## config.mk

```make
export PLATFORM = sky130hd
export DESIGN_NAME = run_length_byte_compressor
export DESIGN_NICKNAME = d
export VERILOG_FILES = /design/src/design/rlbc_pkg.sv /design/src/design/rlbc_step.sv /design/src/design/rlbc_outq.sv /design/src/design/run_length_byte_compressor.sv
export SDC_FILE = /design/constraint.sdc
export NUM_CORES = 1
export LEC_CHECK = 0
export ABC_AREA = 1
export BUFFER_PORTS_ARGS = -buffer_cell sky130_fd_sc_hd__buf_2
export CAP_MARGIN = 20
export CORE_MARGIN = 10
export CORE_UTILIZATION = 55
export CTS_CLUSTER_SIZE = 30
export DETAILED_ROUTE_END_ITERATION = 16
export GPL_TIMING_DRIVEN = 1
export PLACE_DENSITY = 0.72
export RECOVER_POWER = 25
export REMOVE_ABC_BUFFERS = 1
export SLEW_MARGIN = 20
export SYNTH_ARGS = -nofsm -noshare
export SYNTH_HDL_FRONTEND = slang
export SYNTH_SLANG_ARGS = --single-unit
```

## constraint.sdc

```tcl
create_clock -name i_clk -period 5 [get_ports i_clk]
set_clock_uncertainty 0.2 [all_clocks]
set_input_delay 0.25 -clock i_clk [delete_from_list [all_inputs] [get_ports i_clk]]
set_output_delay 0.25 -clock i_clk [all_outputs]
set_load 0.02 [all_outputs]
```

## src/design/rlbc_pkg.sv

```systemverilog
// shared types and constants for the run-length byte compressor
`default_nettype none

package rlbc_pkg;

    localparam int RunLenW    = 4;
    localparam int ByteW      = 8;
    localparam int ListDepth  = 4;
    localparam int CountW     = 3;
    localparam int ThrW       = 3;
    localparam int MaxRunDef  = 9;

    localparam logic [RunLenW-1:0] RunCap       = 4'd15;
    localparam logic [RunLenW-1:0] MinRunReset  = 4'd4;
    localparam logic [RunLenW-1:0] ThrFloor     = 4'd2;
    localparam logic [RunLenW-1:0] ThrCeil      = 4'd4;
    localparam logic [ByteW-1:0]   AsciiZero    = 8'h30;

    // up to four result words produced by one input word
    typedef struct packed {
        logic [CountW-1:0]                count;
        logic [ListDepth-1:0][ByteW-1:0]  bytes;
    } t_rlbc_burst;

endpackage

`default_nettype wire

```

## src/design/rlbc_step.sv

```systemverilog
// run state and the per-word encode logic that builds the result list
`default_nettype none

module rlbc_step
    import rlbc_pkg::*;
#(
    parameter int MAX_RUN = MaxRunDef
) (
    input  wire logic               i_clk,
    input  wire logic               i_rst_n,
    input  wire logic               i_move,
    input  wire logic [ByteW-1:0]   i_byte,
    input  wire logic               i_end,
    input  wire logic [ThrW-1:0]    i_thr,
    output t_rlbc_burst             o_burst
);

    logic [ByteW-1:0]   r_run_val;
    logic [RunLenW-1:0] r_run_len;
    logic [ByteW-1:0]   n_run_val;
    logic [RunLenW-1:0] n_run_len;

    logic               match;
    logic               close;
    logic               enc_a;
    logic               enc_b;
    logic [RunLenW-1:0] grown_len;
    logic [CountW-1:0]  cnt_a;
    logic [CountW-1:0]  cnt_b;
    logic [CountW-1:0]  j;
    logic [RunLenW-1:0] thr_ext;

    always_comb begin
        thr_ext   = RunLenW'(i_thr);
        match     = (r_run_len != '0) && (i_byte == r_run_val);
        grown_len = match ? (r_run_len + 1'b1) : RunLenW'(1);

        // previous run flushed when a different byte arrives
        enc_a = (r_run_len >= thr_ext);
        if (match || (r_run_len == '0)) begin
            cnt_a = '0;
        end else if (enc_a) begin
            cnt_a = CountW'(2);
        end else begin
            cnt_a = CountW'(r_run_len);
        end

        close = i_end || (grown_len >= RunLenW'(MAX_RUN)) || (grown_len >= RunCap);
        enc_b = (grown_len >= thr_ext);
        if (!close) begin
            cnt_b = '0;
        end else if (enc_b) begin
            cnt_b = CountW'(2);
        end else begin
            cnt_b = CountW'(grown_len);
        end

        o_burst.count = cnt_a + cnt_b;
        j = '0;
        for (int k = 0; k < ListDepth; k++) begin
            if (CountW'(k) < cnt_a) begin
                o_burst.bytes[k] = (enc_a && k == 1) ?
                                   (AsciiZero + ByteW'(r_run_len)) : r_run_val;
            end else begin
                j = CountW'(k) - cnt_a;
                o_burst.bytes[k] = (enc_b && j == CountW'(1)) ?
                                   (AsciiZero + ByteW'(grown_len)) : i_byte;
            end
        end

        n_run_val = i_byte;
        n_run_len = close ? '0 : grown_len;
    end

    always_ff @(posedge i_clk) begin
        if (!i_rst_n) begin
            r_run_val <= '0;
            r_run_len <= '0;
        end else if (i_move) begin
            r_run_val <= n_run_val;
            r_run_len <= n_run_len;
        end
    end

endmodule

`default_nettype wire

```

## src/design/rlbc_outq.sv

```systemverilog
// result list register, drained one word per cycle while i_stall is low
`default_nettype none

module rlbc_outq
    import rlbc_pkg::*;
(
    input  wire logic               i_clk,
    input  wire logic               i_rst_n,
    input  wire logic               i_load,
    input  t_rlbc_burst             i_burst,
    input  wire logic               i_stall,
    output logic                    o_free,
    output logic                    o_valid,
    output logic [ByteW-1:0]        o_out_byte,
    output logic                    o_out_last
);

    logic [ListDepth-1:0][ByteW-1:0] r_bytes;
    logic [CountW-1:0]               r_left;
    logic                            take;

    assign o_valid    = (r_left != '0);
    assign take       = o_valid && !i_stall;
    assign o_out_byte = r_bytes[0];
    assign o_out_last = (r_left == CountW'(1));
    // free once the final word of the current list leaves
    assign o_free     = (r_left == '0) || (o_out_last && take);

    always_ff @(posedge i_clk) begin
        if (!i_rst_n) begin
            r_left <= '0;
        end else if (i_load) begin
            r_left <= i_burst.count;
        end else if (take) begin
            r_left <= r_left - 1'b1;
        end
    end

    always_ff @(posedge i_clk) begin
        if (i_load) begin
            r_bytes <= i_burst.bytes;
        end else if (take) begin
            for (int k = 0; k < ListDepth - 1; k++) begin
                r_bytes[k] <= r_bytes[k+1];
            end
        end
    end

endmodule

`default_nettype wire

```

## src/design/run_length_byte_compressor.sv

```systemverilog
// top level: input register, threshold register, encoder and output list
// an input word is held in the input register and encoded there once the output list is free;
// its result words are then loaded into the output list register and offered in order
// one input word per cycle while each word gives at most one result and i_stall is low; the
// output list (one word per cycle) sets the rate when a short run expands to several words
// synchronous active-low reset discards any open run, drops pending words, threshold 4
`default_nettype none

module run_length_byte_compressor
    import rlbc_pkg::*;
#(
    parameter int MAX_RUN = MaxRunDef
) (
    input  wire logic               i_clk,
    input  wire logic               i_rst_n,
    input  wire logic               i_valid,
    output logic                    o_stall,
    input  wire logic [ByteW-1:0]   i_data_byte,
    input  wire logic               i_stream_end,
    output logic                    o_valid,
    input  wire logic               i_stall,
    output logic [ByteW-1:0]        o_out_byte,
    output logic                    o_out_last,
    input  wire logic               i_cfg_we,
    input  wire logic [RunLenW-1:0] i_cfg_wdata
);

    logic               r_in_vld;
    logic [ByteW-1:0]   r_in_byte;
    logic               r_in_end;
    logic [RunLenW-1:0] r_min_run;
    logic [ThrW-1:0]    thr;
    logic               move;
    logic               q_free;
    logic               accept;
    t_rlbc_burst        burst;

    always_comb begin
        if (r_min_run < ThrFloor) begin
            thr = ThrW'(ThrFloor);
        end else if (r_min_run > ThrCeil) begin
            thr = ThrW'(ThrCeil);
        end else begin
            thr = ThrW'(r_min_run);
        end
    end

    assign move    = r_in_vld && q_free;
    assign o_stall = r_in_vld && !move;
    assign accept  = i_valid && !o_stall;

    always_ff @(posedge i_clk) begin
        if (!i_rst_n) begin
            r_min_run <= MinRunReset;
        end else if (i_cfg_we) begin
            r_min_run <= i_cfg_wdata;
        end
    end

    always_ff @(posedge i_clk) begin
        if (!i_rst_n) begin
            r_in_vld <= 1'b0;
        end else if (accept) begin
            r_in_vld <= 1'b1;
        end else if (move) begin
            r_in_vld <= 1'b0;
        end
    end

    always_ff @(posedge i_clk) begin
        if (accept) begin
            r_in_byte <= i_data_byte;
            r_in_end  <= i_stream_end;
        end
    end

    rlbc_step #(
        .MAX_RUN (MAX_RUN)
    ) u_step (
        .i_clk   (i_clk),
        .i_rst_n (i_rst_n),
        .i_move  (move),
        .i_byte  (r_in_byte),
        .i_end   (r_in_end),
        .i_thr   (thr),
        .o_burst (burst)
    );

    rlbc_outq u_outq (
        .i_clk      (i_clk),
        .i_rst_n    (i_rst_n),
        .i_load     (move),
        .i_burst    (burst),
        .i_stall    (i_stall),
        .o_free     (q_free),
        .o_valid    (o_valid),
        .o_out_byte (o_out_byte),
        .o_out_last (o_out_last)
    );

    a_burst_fits: assert property (@(posedge i_clk) disable iff (!i_rst_n)
        move |-> (burst.count <= CountW'(ListDepth)))
        else $error("result list overflow");

    a_load_shows: assert property (@(posedge i_clk) disable iff (!i_rst_n)
        move |=> (o_valid == $past(burst.count != '0)))
        else $error("loaded list not presented");

    a_thr_range: assert property (@(posedge i_clk) disable iff (!i_rst_n)
        (thr >= ThrW'(ThrFloor)) && (thr <= ThrW'(ThrCeil)))
        else $error("threshold out of range");

endmodule

`default_nettype wire
```

==> summary.txt, run 1 <==
Outcome
  – Status: completed

Synth
  – Yosys cell types: between 40 and 50
  – Post-Syn Area: 0.003616 sq mm
  – Ys Warns: 0
  – Cell with the most instances after synthesis: nand2_1
  – Most common flop cell mapped by yosys: edfxtp_1
  – Sequential area share after synthesis: 45.12%
  – Synth top area cells: edfxtp_1, dfxtp_1, nand2_1, inv_1, ha_1
  – Post-synth EDFFs: between 40 and 50
  – Average size of a mapped cell: ~8.4 sq um
  – Share of the synthesized area in the top cell type: 34.05%
  – Syn Inst Count: about 430
  – Synth top cells by count: nand2_1, inv_1, edfxtp_1, nor2_1, nand3_1
  – Yosys top cell by area: edfxtp_1
  – Post-synth ARST share: 0%
  – Flip-flop and latch count after synthesis: 61

Final layout
  – Layout cells sized above 1: 13.95%
  – Area Growth Syn to Fin: 14.12%
  – Nets@finish: 501
  – Number of diodes: 0

Clocking
  – CTS resizes: 0
  – Clk Latency, worst-skew pair: 0.36 ns
  – CTS Root Cell: clkbuf_8
  – Clock buffer depth: 2
  – CTS H-Tree Depth: 3
  – Cts bufs inserted: 9
  – CTS clk-pin slew, worst paths: 0.07 ns
  – CTS tree: yes
  – Clock sinks: 61

STA
  – Sum of negative setup slack: 0 ns
  – Final hold viol count: 0
  – Pins Over Slew Limit: 0
  – Tcrit/Tclk final: 79.74%
  – Fin crit period: 3.987 ns
  – Setup ws final: 1.013 ns
  – Fmax: 0.2508 GHz
  – Max-Slew Margin vs Limit: 57.19%
  – Least-Margin Pin Slew: 0.6422 ns
  – RSZ-0062 raised after global routing: no
  – Setup violators final: 0

Die
  – Chip width: 101.1 um
  – Die height: between 100 and 150 um
  – Initial core utilization: 56.62%
  – Rows: 29
  – Ports: 29
  – Full die area: 0.01022 sq mm
  – Core Area: between 0.006 and 0.007 sq mm

Global route
  – Largest net degree at the start of global routing: 67
  – First-pass GRT wire length: 13,340 um
  – Tot GR Track Use: 16.40%
  – Initial antenna violation count: 0
  – Vias in the first global route: between 2,000 and 3,000
  – Global route overflow: 0

Placed design
  – GPL Wtd Cong: 0.8781
  – Half-perimeter wire length after placement: 5634 um
  – DP Worst Slack: 1.094 ns
  – # port buffers: 28

Setup path
  – Reg2reg path depth: 23
  – Reg2reg setup slack: about 1.0 ns
  – Setup crit end kind: register
  – CP Class: register to register
  – Reg-to-reg critical path startpoint: u_step.r_run_len[0]
  – Critical-path maximum fanout: 9
  – Reg2reg end: u_outq.r_left[2]
  – Crit path from: u_step.r_run_len[0]
  – WP data required: 5.04 ns
  – Startpoint types: register
  – Critical Path AT: 4.03 ns

Routing
  – Initial drt markers: 222
  – Post-route DRC: 0
  – Final WL: 8370 um
  – Vias: slightly above 3,000
  – WL/cell: between 15 and 20 um
  – Vias per inst: 5.516
  – DRT antenna net count: 0
  – Router iterations before antenna repair: 5

Min path
  – Worst Hold Class: input pin to register
  – Min-Delay Startpoint: i_cfg_we
  – Worst Hold End: r_min_run[1]
  – Hold depth: 3

Power
  – Power Density: 622.4 mW/mm^2
  – Lkg Pwr: approximately 1.8 nW
  – VDD IR max: 0.3287 mV

Flow run
  – Max-cap violation count: 0
## sequential cells by signal (all words and copies together) (netlist names)
register / flops
r_in_byte: 8
r_min_run: 4
u_outq.o_out_byte: 8
r_in_end: 1
r_in_vld: 1
u_outq.r_bytes: 24
u_step.r_run_val: 8
u_step.r_run_len: 4
u_outq.r_left: 3
## metal layers
| layer | GRT usage (%) | routed length (um) | vias to the layer above |
|---|---|---|---|
| met4 | 5.359 | 102 | 0 |
| met5 | 0 | 0 | - |
| li1 | - | - | 1514 |
| met1 | 21.56 | 3765 | 1398 |
| met2 | 25.54 | 3969 | 109 |
| met3 | 4.252 | 533 | 13 |
## area by class of cell
class                   count  area, sq um
clock inverters             6        86.33
clock buffers              10        137.6
flip-flops and latches     61         1632
multi-input cells         286         1622
repair buffers             49        324.1
inverters                  61        229.0
well taps                  77        96.34
fillers                   538         2260
## worst max-delay path, cell delays in order, from the launching register on
cell	delay (ns)
dfxtp_1	0.56
inv_1	0.12
ha_1	0.21
nand2_1	0.06
nor2_1	0.07
inv_1	0.18
nand2_1	0.07
nor2_1	0.25
ha_1	0.30
o21ai_0	0.09
nand2_1	0.08
a21oi_1	0.35
nand2_8	0.12
o21ai_0	0.16
inv_1	0.07
fa_1	0.40
inv_1	0.06
nand4_1	0.08
nand2_1	0.11
nand3_1	0.07
nand2_1	0.07
nand2_1	0.04
nand2_1	0.08
a21oi_1	0.05
## report_power, final
group | leakage (nW) | switching, W | internal (W)
clock network | 0.112 | 0.000202 | 0.000293
registers | 0.554 | 0.000109 | 0.000801
logic | 1.14 | 0.000804 | 0.000359
total | 1.81 | 0.00112 | 0.00145
## logic make-up (layout without fill, tap and decap cells)
kind of cell	count (synthesis)	after routing	share of synthesized area, %
and+or+nand+nor	181	181	24.33
AOI/OAI and AO/OA	85	85	13.77
buffers and inverters	85	126	10.17
DFF	61	61	45.12
adders and majority gates	15	15	5.398
xor gates and xnor gates	5	5	1.211
## cells in the final DEF, fill, tap and decap left out, types with 3 or more instances in the layout
master	netlist	routed
a21oi_1	23	23
a31oi_1	7	7
buf_2	5	17
buf_4	9	5
clkbuf_1	8	11
clkbuf_8	0	10
dfxtp_1	20	20
dlygate4sd3_1	0	16
edfxtp_1	41	41
ha_1	14	14
inv_1	49	49
inv_2	10	10
nand2_1	88	88
nand2_2	3	3
nand3_1	33	33
nand3_4	3	3
nand4_1	4	4
nor2_1	38	38
o211ai_1	5	5
o21ai_0	27	27
o21ai_1	10	10
o22ai_1	4	4
xnor2_1	3	3
## worst max-delay path by stage
stage                       end  depth (start not counted)
6_report       u_outq.r_left[2]                         23
5_1_grt        u_outq.r_left[2]                         23
4_1_cts        u_outq.r_left[2]                         23
3_5_place_dp   u_outq.r_left[2]                         23
3_3_place_gp   u_outq.r_left[2]                         23
2_1_floorplan  u_outq.r_left[1]                         13
## per-stage QoR
| step | utilization, % | hold WS, ns | std cells | power, W | cell area [sq um] |
|---|---|---|---|---|---|
| floorplan | - | 0.1341 | 408 | 0.001741 | 3477 |
| global placement | 58.82 | 0.2271 | 518 | 0.002053 | 3756 |
| detailed placement | 58.82 | 0.2287 | 518 | 0.002080 | 3756 |
| CTS | 64.83 | 0.001962 | 550 | 0.002587 | 4140 |
| global route | 64.62 | 0.04238 | 550 | 0.002749 | 4126 |
| finish | 64.62 | 0.0003588 | 550 | 0.002568 | 4126 |
## timing repair
item                                   4_1_cts  5_1_grt
endpoints found under the hold margin       14        0
hold buffers                                16        0
setup buffers                                0        0
Power figures use the tool's default switching activity.
==> run 2: changes to the inputs <==
--- a/config.mk
+++ b/config.mk
@@ -5,7 +5,7 @@
 export SDC_FILE = /design/constraint.sdc
 export NUM_CORES = 1
 export LEC_CHECK = 0
-export ABC_AREA = 1
+export ABC_AREA = 0
 export BUFFER_PORTS_ARGS = -buffer_cell sky130_fd_sc_hd__buf_2
 export CAP_MARGIN = 20
 export CORE_MARGIN = 10
==> constraint.sdc (replaced) <==
create_clock -name i_clk -period 3.7 [get_ports i_clk]
set_clock_uncertainty 0.2 [all_clocks]
set_input_delay 0.185 -clock i_clk [delete_from_list [all_inputs] [get_ports i_clk]]
set_output_delay 0.185 -clock i_clk [all_outputs]
set_load 0.02 [all_outputs]
==> run 2 against run 1 <==
  * Flip-flop and latch count unchanged
  * Synthesized cell count decreased by 19%
  * Total power decreased by 1.9%
  * Largest power group is now registers
  * Via count decreased by 6.5%
  * Utilization increased by 2.0 points
==> summary.txt, run 2 <==
Final layout
  – Commonest non-fill, non-tap cell in the layout: nand2_1
  – Nets@finish: ~440
  – Number of diodes: 0
  – Area Growth Syn to Fin: 19.24%
  – Most frequent cells in the layout: nand2_1, edfxtp_1, buf_4
  – Biggest register: u_outq.r_bytes
  – Final Non-Filler Cells: roughly 500
  – Max reg flops: 24
  – Design area: around 0.0042 sq mm
  – Layout cells sized above 1: 18.25%

STA
  – Hold Worst Slack: 0.02914 ns
  – Fin crit period: 3.623 ns
  – Setup violators final: 0
  – Tcrit/Tclk final: 97.92%
  – Setup ws final: 0.07694 ns
  – Pins Over Slew Limit: 0
  – Final hold viol count: 0
  – Fmax: 0.2760 GHz
  – Least-Margin Pin Slew: ~0.94 ns
  – Max-Slew Margin vs Limit: 37.20%
  – Sum of negative setup slack: 0 ns
  – RSZ-0062 raised after global routing: yes

Clocking
  – CTS tree: yes
  – CTS clk-pin slew, worst paths: 0.07 ns
  – Clock buffer depth: 2
  – Cts bufs inserted: 9
  – CTS H-Tree Depth: 3
  – Clock sinks: 61
  – Clk Latency, worst-skew pair: 0.34 ns
  – CTS Root Cell: clkbuf_8

Setup path
  – CP Class: register to register
  – WP data required: 3.74 ns
  – Largest stage delay, worst path: ~0.48 ns
  – Reg-to-reg critical path startpoint: r_in_byte[1]
  – Critical-path maximum fanout: 5
  – Crit. path cell count: 15
  – Startpoint types: register
  – Crit path cell chain: xor2_1, nor4_4, and2_4, nand3_1, inv_1, ha_1, or2b_2, a31oi_4, nand2_2, o21ai_2, nand2_1, fa_1, xnor2_1, xnor2_1, a21oi_1
  – Crit path from: r_in_byte[1]
  – Critical Path AT: 3.66 ns
  – Worst path slowest cell: edfxtp_1
  – Reg2reg path depth: 15
  – Most used cell, CP: xnor2_1
  – Bufs and invs on worst path: 1
  – Setup crit end kind: register
  – CP delay by family, top: simple AND/OR/NAND/NOR gates

Global route
  – First-pass GRT wire length: 14,100 um
  – Largest net degree at the start of global routing: 43
  – Vias in the first global route: between 2,000 and 3,000
  – Global route overflow: 0
  – Initial antenna violation count: 0
  – Tot GR Track Use: roughly 18%

Synth
  – Cell with the most instances after synthesis: nand2_1
  – Sequential area share after synthesis: between 40% and 50%
  – Ys Warns: 0
  – Syn Inst Count: 350
  – Most common flop cell mapped by yosys: edfxtp_1
  – Post-synth ARST share: 0%
  – Average size of a mapped cell: 10.02 sq um
  – Synth top cells by count: nand2_1, edfxtp_1, dfxtp_1, nor2_1, nand3_1
  – Share of the synthesized area in the top cell type: 35.12%
  – Post-synth EDFFs: 41
  – Yosys cell types: 52
  – Yosys top cell by area: edfxtp_1
  – Flip-flop and latch count after synthesis: 61
  – Synth top area cells: edfxtp_1, dfxtp_1, nand2_1, ha_1, o211ai_1
  – Post-Syn Area: 0.003506 sq mm

Power
  – Lkg Pwr: between 1.5 and 2 nW
  – Clk pwr share: 23.6%
  – VDD IR max: 0.5057 mV
  – Int Power: 0.001632 W
  – Logic pwr share: 32.3%
  – Sw Share: between 30% and 40%
  – Sw Pwr: 0.0008880 W
  – Sequential fraction of design power: 44.1%
  – Power Density: between 600 and 700 mW/mm^2

Min path
  – Worst Hold Class: input pin to register
  – Min-Delay Startpoint: i_cfg_we
  – Hold depth: 3

Die
  – Rows: 29
  – Initial core utilization: between 50% and 60%
  – Die height: 99.84 um
  – Ports: 29
  – Core Area: 0.006277 sq mm
  – Full die area: 0.009968 sq mm
  – Chip width: roughly 100 um

Routing
  – WL/cell: 18.06 um
  – DRT antenna net count: 0
  – Vias: between 2,000 and 3,000
  – Router iterations before antenna repair: 5
  – Post-route DRC: 0
  – Vias per inst: 5.816
  – Final WL: between 8000 and 9000 um
  – Initial drt markers: between 150 and 200

Placed design
  – DP Worst Slack: 0.09917 ns
  – Area after DPL: ~0.0038 sq mm
  – # port buffers: 28
  – Half-perimeter wire length after placement: 5738 um
  – GPL Wtd Cong: 0.9220
  – Placed cell count: 449

Flow run
  – Max-cap violation count: 0

Outcome
  – Status: completed
run 2: metrics by stage:
step	utilization (%)	power [W]
final	66.59	0.002520
after global routing	66.59	0.002679
after CTS	65.72	0.002539
after detailed placement	59.76	0.001929
after global placement	59.76	0.001899
after floorplan	-	0.001656
run 2: timing repair:
item                                   in CTS  in global routing
setup endpoints to repair                   0                 10
hold buffers                               18                  0
gates resized for setup                     0                  9
endpoints found under the hold margin      14                  0
setup buffers                               0                  5
run 2: power by group through the flow:
stage	Combinational, W	Sequential (W)	Clock [W]
2_1_floorplan	0.000490	0.00117	0
3_3_place_gp	0.000786	0.00111	0
3_5_place_dp	0.000805	0.00112	0
4_1_cts	0.000827	0.00111	0.000602
5_1_grt	0.000916	0.00113	0.000633
6_report	0.000815	0.00111	0.000595
run 2: worst paths after layout:
kind	to	slack, ns
worst min-delay path	r_min_run[0]	0.03
worst max-delay path	u_outq.r_left[2]	0.08
worst min register to register	r_min_run[0]	0.33
worst max register to register	u_outq.r_left[2]	0.08
run 2: tightest hold or removal path, delay by kind of cell:
family                 cells  cell delay, ns
buffers and inverters      1            0.16
muxes                      1            0.09
and+or+nand+nor            1            0.10
run 2: layout make-up:
cell class / count / area [sq um]
Inverter: 14 / 52.55
Clock inverter: 4 / 48.80
Timing Repair Buffer: 71 / 505.5
Clock buffer: 12 / 145.1
Multi-Input combinational cell: 249 / 1700
Sequential cell: 61 / 1632
Fill cell: 518 / 2097
Tap cell: 77 / 96.34
run 2: routing by layer:
layer	global-route usage (%)	wire length, um
met3	4.052	577
met1	21.68	3679
met4	8.490	181
met2	29.22	4374
met5	0	0
run 2: kinds of logic after synthesis:
| logic type | count (synthesis) | synth area share [%] |
|---|---|---|
| mux | 9 | 2.605 |
| fa+ha+maj | 15 | 5.568 |
| buf+inv | 40 | 5.888 |
| flops | 61 | 46.54 |
| simple gates | 128 | 17.77 |
| compound gates | 83 | 18.13 |
| xor+xnor | 14 | 3.497 |
==> run 3: changes to the inputs <==
--- a/config.mk
+++ b/config.mk
@@ -15,7 +15,6 @@
 export GPL_TIMING_DRIVEN = 1
 export PLACE_DENSITY = 0.72
 export RECOVER_POWER = 25
-export REMOVE_ABC_BUFFERS = 1
 export SLEW_MARGIN = 20
 export SYNTH_ARGS = -nofsm -noshare
 export SYNTH_HDL_FRONTEND = slang
==> run 3 against run 2 <==
  * Sequential share of layout area is 0.65 points lower
  * Worst setup slack gained 0.068 ns
  * Final cell count increased by 0.82%
  * Sequential power hardly changed
  * Clock power up 14%
  * Critical endpoint unchanged
  * Hold slack improved by 0.013 ns
  * Flip-flop and latch count did not move
  * Cell area rose by 1.7%
  * Largest cell class unchanged
  * Die area unchanged
  * Via count is 1.8% higher
  * Routed wire length shrank 2.2%
  * Critical path depth is the same
==> summary.txt, run 3 (synthesis gave the netlist of run 2 again) <==
Outcome
  – Status: completed

STA
  – Least-Margin Pin Slew: 0.7938 ns
  – Tcrit/Tclk final: between 90% and 100%
  – Pins Over Slew Limit: 0
  – Fmax: between 0.2 and 0.3 GHz
  – Final hold viol count: 0
  – Max-Slew Margin vs Limit: 46.97%
  – Hold Worst Slack: roughly 0.042 ns
  – Setup violators final: 0
  – Fin crit period: 3.555 ns
  – RSZ-0062 raised after global routing: yes

Setup path
  – Setup crit end kind: register
  – Critical Path AT: 3.57 ns
  – Bufs and invs on worst path: 1
  – Crit path cell chain: xor2_1, nor4_4, and2_4, nand3_2, inv_2, ha_1, or2b_2, a31oi_4, nand2_1, o21ai_0, nand2_1, fa_1, xnor2_2, xnor2_1, a21oi_1
  – CP delay by family, top: simple AND/OR/NAND/NOR gates
  – Reg2reg setup slack: 0.15 ns
  – Critical-path maximum fanout: 6
  – CP Class: register to register
  – Largest stage delay, worst path: between 0.4 and 0.5 ns
  – Startpoint types: register
  – Crit. path cell count: 15
  – Worst path slowest cell: fa_1
  – WP data required: 3.71 ns
  – Most used cell, CP: nand2_1
  – Reg2reg path depth: 15

Placed design
  – Area after DPL: 0.003804 sq mm
  – Placed cell count: between 400 and 500
  – GPL Wtd Cong: 0.9119
  – # port buffers: 28
  – Half-perimeter wire length after placement: ~5800 um

Clocking
  – CTS clk-pin slew, worst paths: around 0.07 ns
  – CTS tree: yes
  – CTS H-Tree Depth: 3
  – Clk Latency, worst-skew pair: around 0.36 ns
  – Clock sinks: 61
  – Cts bufs inserted: 9
  – Clock buffer depth: 2
  – CTS Root Cell: clkbuf_8

Routing
  – Router iterations before antenna repair: 5
  – Post-route DRC: 0
  – Final WL: 8619 um
  – WL/cell: approximately 18 um
  – DRT antenna net count: 0
  – Initial drt markers: 372
  – Vias per inst: between 5 and 6
  – Vias: 2,889

Die
  – Ports: 29
  – Chip width: 99.84 um
  – Full die area: 0.009968 sq mm
  – Die height: 99.84 um
  – Initial core utilization: between 50 and 60%
  – Core Area: about 0.0063 sq mm
  – Rows: 29

Final layout
  – Commonest non-fill, non-tap cell in the layout: nand2_1
  – Nets@finish: 443
  – Area Growth Syn to Fin: 21.27%
  – Design area: approximately 0.0043 sq mm
  – Final Non-Filler Cells: 492
  – Most frequent cells in the layout: nand2_1, edfxtp_1, buf_4
  – Max reg flops: 24
  – Layout cells sized above 1: 19.52%
  – Number of diodes: 0
  – Biggest register: u_outq.r_bytes

Power
  – Power Density: 613.5 mW/mm^2
  – Lkg Pwr: 1.707 nW
  – VDD IR max: 0.6642 mV

Global route
  – Largest net degree at the start of global routing: 46
  – Vias in the first global route: 2,796
  – Tot GR Track Use: 18.02%
  – Global route overflow: 0
  – Initial antenna violation count: 0
  – First-pass GRT wire length: 14,220 um

Flow run
  – Max-cap violation count: 0

Synth
  – Syn nets: 383

Min path
  – Hold depth: 3
  – Worst Hold Class: input pin to register
[run 3: cell count changes in the layout (fill, tap and decap cells not counted), sizes merged]
cell	delta
buf	+4
clkbuf	-2
bufinv	+1
clkinv	-1
clkinvlp	+1
inv	+1
[run 3: layout make-up]
type | instances | area, sq um
tap | 77 | 96.34
multi-input combinational | 249 | 1713
clock buffer | 10 | 137.6
inverter | 14 | 52.55
clock inverter | 6 | 85.08
sequential | 61 | 1632
timing repair buffer | 75 | 535.5
fill | 460 | 2026
[run 3: through the flow]
step,util (%),total power [W],TNS (ns),setup WS (ns)
finish,67.73,0.002608,0,0.1450
detailed placement,60.59,0.001940,0,0.07136
floorplan,-,0.001732,0,0.03135
global route,67.73,0.002756,-0.02358,-0.02358
CTS,67.01,0.002626,0,0.01284
global placement,60.59,0.001911,0,0.1634
[run 3: report_power, final]
part,leakage (nW),switching [W],internal (W)
Sequential,0.554,0.0000837,0.00102
Combinational,1.04,0.000537,0.000295
Clock,0.110,0.000280,0.000396
Total,1.71,0.000901,0.00171
[run 3: final timing paths]
path,start,end
worst max-delay path,r_in_byte[1],u_outq.r_left[2]
worst min-delay path,i_cfg_we,r_min_run[1]
worst max register to register,r_in_byte[1],u_outq.r_left[2]
worst min register to register,u_outq.r_bytes[29],u_outq.r_bytes[21]
[run 3: timing repair]
item | in CTS | in global routing
hold buffers | 18 | 0
endpoints found under the hold margin | 14 | 0
setup buffers | 0 | 4
gates resized for setup | 0 | 9
setup endpoints to repair | 0 | 10
[run 3: routing by layer]
layer / part of all wire, % / up-vias / wire, um / GRT usage (%)
met4: 2.4 / 0 / 209 / 9.261
met3: 8.0 / 16 / 688 / 4.876
met2: 47 / 135 / 4063 / 27.53
met1: 42 / 1355 / 3657 / 22.84
met5: 0 / - / 0 / 0
li1: - / 1383 / - / -
[run 3: worst min-delay path, stage by stage]
cell	delay, ns
buf_2	0.14
mux2i_1	0.10
nor2b_1	0.12
